File: src/rtl/blpm_pkg.sv
// shared types and constants for the binary trie longest prefix match unit
// node entry layout, memory request bundle, result bundle and walker state codes
// no dependencies
`timescale 1ns / 1ps

package blpm_pkg;

  localparam int NODES    = 4096;
  localparam int NODE_W   = $clog2(NODES);
  localparam int FREE_W   = NODE_W + 1;
  localparam int ADDR_W   = 32;
  localparam int LEN_W    = 6;
  localparam int IN_DW    = 40;
  localparam int OUT_DW   = 40;

  localparam logic [LEN_W-1:0]  MAX_LEN    = LEN_W'(ADDR_W);
  localparam logic [FREE_W-1:0] POOL_END   = FREE_W'(NODES);
  localparam logic [FREE_W-1:0] FIRST_FREE = FREE_W'(1);

  localparam logic CMD_INSERT = 1'b0;
  localparam logic CMD_LOOKUP = 1'b1;

  typedef struct packed {
    logic [NODE_W-1:0] zero_child;
    logic [NODE_W-1:0] one_child;
    logic              marked;
    logic [ADDR_W-1:0] stored_prefix;
    logic [LEN_W-1:0]  stored_len;
  } node_t;

  typedef struct packed {
    logic              rd_en;
    logic [NODE_W-1:0] rd_addr;
    logic              wr_en;
    logic [NODE_W-1:0] wr_addr;
    node_t             wr_data;
  } mem_req_t;

  typedef struct packed {
    logic              found;
    logic [ADDR_W-1:0] matched_prefix;
    logic [LEN_W-1:0]  matched_len;
    logic              error;
  } result_t;

  typedef enum logic [2:0] {
    S_IDLE  = 3'b001,
    S_WALK  = 3'b010,
    S_FRESH = 3'b100
  } walk_state_t;

endpackage

File: src/rtl/blpm_walker.sv
// trie walk sequencer: one trie level per cycle for insert and lookup,
// node allocation from a bump counter, read-modify-write of node entries
// depends on blpm_pkg
`timescale 1ns / 1ps

module blpm_walker (
  input  logic                        clk,
  input  logic                        rst,
  input  logic                        in_valid,
  output logic                        in_ready,
  input  logic                        in_cmd,
  input  logic [blpm_pkg::ADDR_W-1:0] in_addr,
  input  logic [blpm_pkg::LEN_W-1:0]  in_len,
  input  logic                        out_free,
  output logic                        res_valid,
  output blpm_pkg::result_t           res,
  output blpm_pkg::mem_req_t          req,
  output logic [blpm_pkg::NODE_W-1:0] cur_node,
  input  blpm_pkg::node_t             entry
);
  import blpm_pkg::*;

  walk_state_t state, state_next;

  logic              cmd;
  logic [ADDR_W-1:0] addr;
  logic [ADDR_W-1:0] addr_sh;
  logic [LEN_W-1:0]  len;
  logic [LEN_W-1:0]  level;
  logic [NODE_W-1:0] node;
  logic [FREE_W-1:0] next_free;
  logic              found;
  logic [ADDR_W-1:0] best_prefix;
  logic [LEN_W-1:0]  best_len;

  logic              advance;
  logic              alloc;
  logic [NODE_W-1:0] advance_node;
  logic              finish;

  logic              done_lvl;
  logic [NODE_W-1:0] slot;
  logic              pool_full;
  logic              cur_found;
  logic [ADDR_W-1:0] cur_prefix;
  logic [LEN_W-1:0]  cur_len;
  logic [NODE_W-1:0] fresh_idx;
  logic              accept;

  assign in_ready  = (state == S_IDLE);
  assign accept    = in_valid && in_ready;
  assign cur_node  = node;
  assign done_lvl  = (level > len);
  assign slot      = addr_sh[ADDR_W-1] ? entry.one_child : entry.zero_child;
  assign pool_full = (next_free == POOL_END);
  assign fresh_idx = next_free[NODE_W-1:0];
  assign cur_found  = found | entry.marked;
  assign cur_prefix = entry.marked ? entry.stored_prefix : best_prefix;
  assign cur_len    = entry.marked ? entry.stored_len : best_len;

  always_comb begin
    state_next   = state;
    req          = '0;
    advance      = 1'b0;
    alloc        = 1'b0;
    advance_node = slot;
    finish       = 1'b0;
    res          = '0;
    unique case (state)
      S_IDLE: begin
        if (accept) begin
          state_next = S_WALK;
        end
      end
      S_WALK: begin
        if (cmd == CMD_LOOKUP) begin
          if (done_lvl || (slot == '0)) begin
            finish             = 1'b1;
            res.found          = cur_found;
            res.matched_prefix = cur_prefix;
            res.matched_len    = cur_len;
          end else begin
            advance     = 1'b1;
            req.rd_en   = 1'b1;
            req.rd_addr = slot;
          end
        end else if (done_lvl) begin
          finish                      = 1'b1;
          req.wr_en                   = out_free;
          req.wr_addr                 = node;
          req.wr_data                 = entry;
          req.wr_data.marked          = 1'b1;
          req.wr_data.stored_prefix   = addr;
          req.wr_data.stored_len      = len;
        end else if (slot != '0) begin
          advance     = 1'b1;
          req.rd_en   = 1'b1;
          req.rd_addr = slot;
        end else if (pool_full) begin
          finish    = 1'b1;
          res.error = 1'b1;
        end else begin
          // missing child: hook a fresh node into the parent, walk on without reads
          advance      = 1'b1;
          alloc        = 1'b1;
          advance_node = fresh_idx;
          req.wr_en    = 1'b1;
          req.wr_addr  = node;
          req.wr_data  = entry;
          if (addr_sh[ADDR_W-1]) begin
            req.wr_data.one_child = fresh_idx;
          end else begin
            req.wr_data.zero_child = fresh_idx;
          end
          state_next = S_FRESH;
        end
      end
      S_FRESH: begin
        // current node is newly allocated and not yet written
        req.wr_addr = node;
        if (done_lvl) begin
          finish                    = 1'b1;
          req.wr_en                 = out_free;
          req.wr_data.marked        = 1'b1;
          req.wr_data.stored_prefix = addr;
          req.wr_data.stored_len    = len;
        end else if (pool_full) begin
          finish    = 1'b1;
          res.error = 1'b1;
          req.wr_en = out_free;
        end else begin
          advance      = 1'b1;
          alloc        = 1'b1;
          advance_node = fresh_idx;
          req.wr_en    = 1'b1;
          if (addr_sh[ADDR_W-1]) begin
            req.wr_data.one_child = fresh_idx;
          end else begin
            req.wr_data.zero_child = fresh_idx;
          end
        end
      end
      default: begin
        state_next = S_IDLE;
      end
    endcase
    if (finish && out_free) begin
      state_next = S_IDLE;
    end
  end

  assign res_valid = finish && out_free;

  always_ff @(posedge clk) begin
    if (rst) begin
      state     <= S_IDLE;
      next_free <= FIRST_FREE;
    end else begin
      state <= state_next;
      if (alloc) begin
        next_free <= next_free + FIRST_FREE;
      end
    end
  end

  always_ff @(posedge clk) begin
    if (accept) begin
      cmd         <= in_cmd;
      addr        <= in_addr;
      addr_sh     <= in_addr;
      len         <= (in_len > MAX_LEN) ? MAX_LEN : in_len;
      level       <= LEN_W'(1);
      node        <= '0;
      found       <= 1'b0;
      best_prefix <= '0;
      best_len    <= '0;
    end else if (advance) begin
      addr_sh     <= {addr_sh[ADDR_W-2:0], 1'b0};
      level       <= level + LEN_W'(1);
      node        <= advance_node;
      found       <= cur_found;
      best_prefix <= cur_prefix;
      best_len    <= cur_len;
    end
  end

endmodule

File: config.mk
export PLATFORM = sky130hd
export DESIGN_NAME = blpm_walker
export DESIGN_NICKNAME = d
export VERILOG_FILES = /design/src/rtl/blpm_pkg.sv /design/src/rtl/blpm_walker.sv
export SDC_FILE = /design/constraint.sdc
export NUM_CORES = 1
export LEC_CHECK = 0
export ABC_AREA = 1
export BUFFER_PORTS_ARGS = -buffer_cell sky130_fd_sc_hd__buf_2
export CORE_ASPECT_RATIO = 0.9
export CORE_MARGIN = 1
export CORE_UTILIZATION = 55
export DETAILED_ROUTE_END_ITERATION = 12
export GPL_ROUTABILITY_DRIVEN = 1
export PLACE_DENSITY = 0.83
export SYNTH_ARGS = -nofsm -noshare
export SYNTH_HDL_FRONTEND = slang
export SYNTH_SLANG_ARGS = --single-unit
File: constraint.sdc
create_clock -name clk -period 7.9 [get_ports clk]
set_clock_uncertainty 0.05 [all_clocks]
set_input_delay 2.37 -clock clk [delete_from_list [all_inputs] [get_ports clk]]
set_output_delay 2.37 -clock clk [all_outputs]
set_load 0.01 [all_outputs]
==> results of run 1 <==
-- final timing paths --
kind | slack [ns] | cells after the start | end | from
max | 1.10 | 11 | req[75] | entry[44]
min | 0.45 | 2 | found | found
max reg2reg | 3.34 | 15 | addr_sh[3] | len[2]
min reg2reg | 0.45 | 2 | found | found
-- placed cells by master, fill, tap and decap left out, types with 8 or more instances in the layout --
cell type	count
nor2_1	199
buf_4	10
xor2_1	14
o21ai_0	89
ha_1	9
nand3_1	133
inv_1	190
o221ai_1	10
nand2_1	338
edfxtp_1	71
a21oi_1	35
nor3_1	8
buf_2	248
dfxtp_1	73
clkbuf_16	17
-- worst min-delay path: cells and delay by family, from the launching register on --
family	cells	cell delay (ns)
buf+inv	1	0.05
flops	1	0.33
compound gates	1	0.09
-- sequential cells by signal, summed over array words and instances (netlist names) --
| signal | count |
|---|---|
| cur_node | 12 |
| next_free | 13 |
| best_prefix | 32 |
| cmd | 1 |
| len | 6 |
| addr | 32 |
| found | 1 |
| addr_sh | 32 |
| best_len | 6 |
| level | 6 |
| state | 3 |
-- power breakdown --
group	switching, mW	total (mW)	internal [mW]
Sequential	0.0272	0.897	0.870
Combinational	0.212	0.314	0.102
Clock	0.341	0.817	0.476
-- cell families (layout without fill, tap and decap cells) --
family / Yosys count / count (layout) / share of synthesized area, %
AO/OA/AOI/OAI: 151 / 151 / 9.484
other: 0 / 1 / 0
flip-flops: 144 / 144 / 41.40
buffers and inverters: 272 / 484 / 13.03
adder cells (fa/ha/maj): 9 / 9 / 1.297
XOR/XNOR: 15 / 15 / 1.513
AND/OR/NAND/NOR: 703 / 703 / 33.28
-- area by class of cell --
cell class / count / share of cell area [%]
inverter: 194 / 6.970
clock buffer: 17 / 4.058
antenna: 1 / 0.02387
clock inverter: 15 / 1.671
multi-input combinational: 878 / 38.04
timing repair buffer: 258 / 12.56
sequential: 144 / 34.28
tap: 202 / 2.411
-- stage by stage --
step	utilization, %	instance area, sq um	setup slack [ns]
3_5_place_dp	63.99	9881	1.123
4_1_cts	67.88	10480	1.121
5_1_grt	67.88	10480	0.8821
3_3_place_gp	63.99	9881	1.173
6_report	67.90	10480	1.102
2_1_floorplan	-	8681	1.900
-- layer usage --
metal / wire, microns / share of wire [%] / vias up
met3: 2305 / 8.9 / 55
met1: 11160 / 43 / 4145
met5: 0 / 0 / -
met2: 11760 / 45 / 471
met4: 699 / 2.7 / 0
li1: - / - / 4464
-- cells in the mapped netlist (2+ instances only) --
library cell	instances
buf_1	10
nor3_1	8
nand2_1	340
nand3_1	134
ha_1	9
o21ai_1	5
nor2_2	2
nand2_2	4
clkbuf_1	33
inv_1	191
o21a_1	6
nand3b_1	2
xor2_1	14
nand4_1	6
buf_4	8
o21ai_2	2
a21oi_1	35
o221ai_1	10
dfxtp_1	73
nor2_1	200
edfxtp_1	71
buf_6	7
nand2_4	2
o211ai_1	2
nor4_1	2
o21ai_0	90
buf_2	20
inv_2	2
==> results.cfg, run 1 <==
[global_route]
grtUsageMet1_pct = 42.80
use_met3_pct = 7.059
grt_overflow_total = 0
grt.busiest_layer = met2
first_global_vias = 7961
grtUsageTotal_pct = 31.65
grt_max_degree = 87
grt_use_met2_pct = 49.58
antenna_found_initial = 1
grt_first_pass_wirelength_microns = 39740

[synth]
yosysWarnings = 0
ys_ff_latch = 144
synth_cell_type_count = 34
yosysTopAreaCell = edfxtp_1
synth_area_per_cell_sq_um = 6.709
synth_nets = 1409
synthTopCellsByArea = edfxtp_1 (25%), dfxtp_1 (17%), nand2_1 (15%)
ys_seq_area_share_pct = 41.40
synth_area_sq_um = 8681
synth_cells = 1294
async_reset_ff_share_pct = 0
synth_edf_count = 71
yosysTopAreaCellShare_pct = 24.56
ys.flop_type = dfxtp_1

[clocking]
root_buffer = clkbuf_16
cts_made_buffers = 17
clk_pin_slew_worst_paths_ns = 0.06
cts_sinks = 144
ctsResizeCount = 0
cts_setup_buffers = 0
insertion_delay_ns = 0.42
htree_levels = 4
hold_buffers = 0
clock_path_buffers = 2
tritoncts = yes

[critical_path]
path_buf_inv = 3
critical-path-top-delay-family = compound AO/OA/AOI/OAI gates
start_kind = primary input
endpoint_kind = output port
critPathMaxStageDelay_ns = 0.93
cp_max_fo = 14
worstPathRequired_ns = 5.48
cp_slowest_cell = a21oi_1
crit_arrival_ns = 4.38
path_class = primary input to output port
path_cells = buf_2, inv_1, nand2_1, o21ai_1, nand2_1, nor2_1, nand3_2, o21ai_0, a21oi_1, o21ai_0, buf_2

[placement]
numPortBuffers = 248
dp.cells = 1676
dp_hpwl_microns = 18020
gp_congestion = 0.9603

[layout]
fillers = 1304
layout-drive-gt1-share_pct = 20.65
area_delta_synth_final_pct = 20.77
finalNonFillerCells = 1709
multi_input_area_sq_um = 3988
register_area_sq_um = 3593
layout.nets = 1608

[die]
start_util_pct = 56.22
die_area_sq_um = 16290
core_sq_um = 15440
die_x_microns = 134.4
fp.dieH_microns = 121.2
rows = 43
io_pins = 249

[power_and_ir_drop]
irDropWorstVdd_mv = 0.1955
p_total_mw = 2.027
powerDensity_nw_per_um2 = 193.4
leakage_nw = 5.425

[sta]
worstMarginPinSlew_ns = 1.185
max_freq_ghz = 0.1471
hold_viol = 0
tns_ns = 0
setup_violations = 0
whs_ns = 0.4464
rsz0062_at_grt = no
drv_slew = 0
finalCriticalPeriod_ns = 6.798
period_share_pct = 86.06
max_slew_margin_pct = 20.99

[route]
routed_wl_microns = 25920
vias_per_cell = 5.345
wire_per_inst_microns = 15.17
dr.pass1.iters = 8
ant_nets = 0
num_vias = 9135
route.detailed.drc = 0
dr.first_iter.drc_count = 880

[min_path]
min-delay-path-class = flip-flop to flip-flop

[outcome]
status = completed

[run]
cap_violations = 0
No activity file was read; power rests on OpenSTA's default activity.
==> inputs of run 2 (changes only) <==
--- a/config.mk
+++ b/config.mk
@@ -5,14 +5,13 @@
 export SDC_FILE = /design/constraint.sdc
 export NUM_CORES = 1
 export LEC_CHECK = 0
-export ABC_AREA = 1
 export BUFFER_PORTS_ARGS = -buffer_cell sky130_fd_sc_hd__buf_2
 export CORE_ASPECT_RATIO = 0.9
 export CORE_MARGIN = 1
 export CORE_UTILIZATION = 55
 export DETAILED_ROUTE_END_ITERATION = 12
 export GPL_ROUTABILITY_DRIVEN = 1
-export PLACE_DENSITY = 0.83
+export PLACE_DENSITY = 0.85
 export SYNTH_ARGS = -nofsm -noshare
 export SYNTH_HDL_FRONTEND = slang
 export SYNTH_SLANG_ARGS = --single-unit
==> run 2 against run 1 <==
Synthesized cell count shrank 37%. Area after synthesis shrank 14%. Sequential cell count is the same. Largest cell class is now registers.
==> results.cfg, run 2 <==
[global_route]
first_global_vias = 6327
antenna_found_initial = 0
grt_max_degree = 90
grtUsageTotal_pct = 29.53
grt_overflow_total = 0
grt_first_pass_wirelength_microns = 32570

[route]
vias_per_cell = 5.869
dr.pass1.iters = 6
routed_wl_microns = 21110
route.detailed.drc = 0
ant_nets = 0
dr.first_iter.drc_count = 752
num_vias = 7096
wire_per_inst_microns = 17.46

[clocking]
clk_pin_slew_worst_paths_ns = 0.06
cts_setup_buffers = 0
root_buffer = clkbuf_16
clock_path_buffers = 2
cts_sinks = 144
cts_made_buffers = 17
hold_buffers = 0
tritoncts = yes
insertion_delay_ns = 0.41
ctsResizeCount = 0
htree_levels = 4

[die]
fp.dieH_microns = 112.4
die_x_microns = 124.7
io_pins = 249
die_area_sq_um = 14020
rows = 39
start_util_pct = 57.62
core_sq_um = 12930

[sta]
rsz0062_at_grt = no
hold_viol = 0
max_slew_margin_pct = 27.61
setup_violations = 0
drv_slew = 0
period_share_pct = 90.71
max_freq_ghz = 0.1396
finalCriticalPeriod_ns = 7.166
tns_ns = 0
worstMarginPinSlew_ns = 1.086
whs_ns = 0.4079

[layout]
layout.nets = 1147
reg_top3 = addr x32, addr_sh x32, best_prefix x32
antenna_cells = 0
final_common_cell = buf_2
final_cell_mix = buf_2 (247), nand2_1 (163), dfxtp_1 (73)
layout-drive-gt1-share_pct = 28.90
area_delta_synth_final_pct = 25.29

[critical_path]
reg2reg_slack_ns = 4.48
crit_path_end = req[55]
path_class = primary input to output port
endpoint_kind = output port
worstPathRequired_ns = 5.48
critPathMaxStageDelay_ns = 0.60
timing.rr.start = next_free[0]
reg2reg_depth = 9
critical_path.most_common_cell = buf_2
r2r_end = addr_sh[26]
startpoint = entry[56]
cp_slowest_cell = nor2_1
crit_arrival_ns = 4.75
start_kind = primary input
cp_max_fo = 12
path_cells = buf_2, nor4_1, nand4_1, a21o_1, a211o_1, nor2_1, a22o_1, buf_2

[placement]
gp_congestion = 1.016
dp_hpwl_microns = 14070
numPortBuffers = 248

[power_and_ir_drop]
p_clk_share_pct = 43.5
leakage_nw = 4.283
irDropWorstVdd_mv = 0.1592
p_total_mw = 1.885
sw_frac_of_total_pct = 25.22
powerDensity_nw_per_um2 = 201.9
p_seq_share_pct = 46.0
combinationalPowerShare_pct = 10.5
intPower_mw = 1.409
p_switching_uw = 475.2

[synth]
ys.flop_type = dfxtp_1
ys_ff_latch = 144
yosysTopAreaCell = edfxtp_1
synth_cells = 819
yosysTopAreaCellShare_pct = 28.61
synth_area_per_cell_sq_um = 9.098
synth_area_sq_um = 7451
synthTopCellsByArea = edfxtp_1 (29%), dfxtp_1 (20%), nand2_1 (8.3%)
yosysMostFrequentCell = nand2_1
async_reset_ff_share_pct = 0
synth_edf_count = 71
yosysWarnings = 0
synth_nets = 934
synth_cell_type_count = 54
ys_top_cells_by_count = nand2_1 (164), dfxtp_1 (73), edfxtp_1 (71), nor2_1 (71)
ys_seq_area_share_pct = 48.23

[outcome]
status = completed

[min_path]
min-delay-path-class = flip-flop to flip-flop

[run]
cap_violations = 0
## run 2: changes by cell type in the layout (fill, tap and decap cells not counted), moves of 50 or more
cell / delta
mux2i_1: +53
inv_1: -176
nand2_1: -175
a22o_1: +50
nor2_1: -128
nand3_1: -87
## run 2: worst min path at each step
stage | from | endpoint | slack, ns | cells past startpoint
after detailed placement | best_prefix[24] | best_prefix[24] | 0.39 | 2
after global routing | best_prefix[16] | best_prefix[16] | 0.43 | 2
after global placement | best_prefix[24] | best_prefix[24] | 0.39 | 2
final | best_len[5] | best_len[5] | 0.41 | 2
after CTS | best_len[5] | best_len[5] | 0.41 | 2
after floorplan | best_prefix[24] | best_prefix[24] | 0.38 | 2
## run 2: through the flow
step | util (%) | cells | worst slack [ns] | area [sq um]
after global routing | 72.19 | 1209 | 0.5573 | 9335
after global placement | 67.51 | 1177 | 0.9148 | 8730
after detailed placement | 67.51 | 1177 | 0.9002 | 8730
after floorplan | - | 819 | 1.429 | 7451
final | 72.19 | 1209 | 0.7343 | 9335
after CTS | 72.19 | 1209 | 0.8937 | 9335
## run 2: cells by family (layout without fill, tap and decap cells)
family	Yosys count	count (layout)	share of synthesized area, %
xor gates and xnor gates	2	2	0.2351
buffers and inverters	79	305	4.282
muxes	55	55	7.422
adders and majority gates	9	9	1.511
AOI/OAI and AO/OA	174	174	16.59
DFF	144	144	48.23
and+or+nand+nor	356	356	21.73
## run 2: layer usage
layer,wire length [microns],global-route usage [%],vias to the layer above,share of wire [%]
met5,0,0,-,0
met4,473,10.12,0,2.2
met3,1764,6.435,43,8.4
met2,10210,47.96,372,48
met1,8662,39.25,3308,41
li1,-,-,3373,-
## run 2: layout make-up
| type | count | area [sq um] |
|---|---|---|
| sequential | 144 | 3593 |
| clock inverter | 12 | 147.6 |
| fill | 981 | 3596 |
| tap | 164 | 205.2 |
| clock buffer | 20 | 457.9 |
| multi-input combinational | 596 | 3556 |
| inverter | 15 | 56.30 |
| timing repair buffer | 258 | 1319 |
## run 2: critical path, delay by kind of cell
family,cells,cell delay (ns)
compound gates,3,0.83
simple gates,3,1.30
buf+inv,2,0.24
## run 2: power groups by stage
| stage | registers, mW | clock network (mW) | logic, mW |
|---|---|---|---|
| after global placement | 0.880 | 0 | 0.188 |
| after detailed placement | 0.882 | 0 | 0.195 |
| after floorplan | 0.879 | 0 | 0.116 |
| after global routing | 0.872 | 0.858 | 0.216 |
| final | 0.867 | 0.821 | 0.197 |
| after CTS | 0.867 | 0.826 | 0.197 |
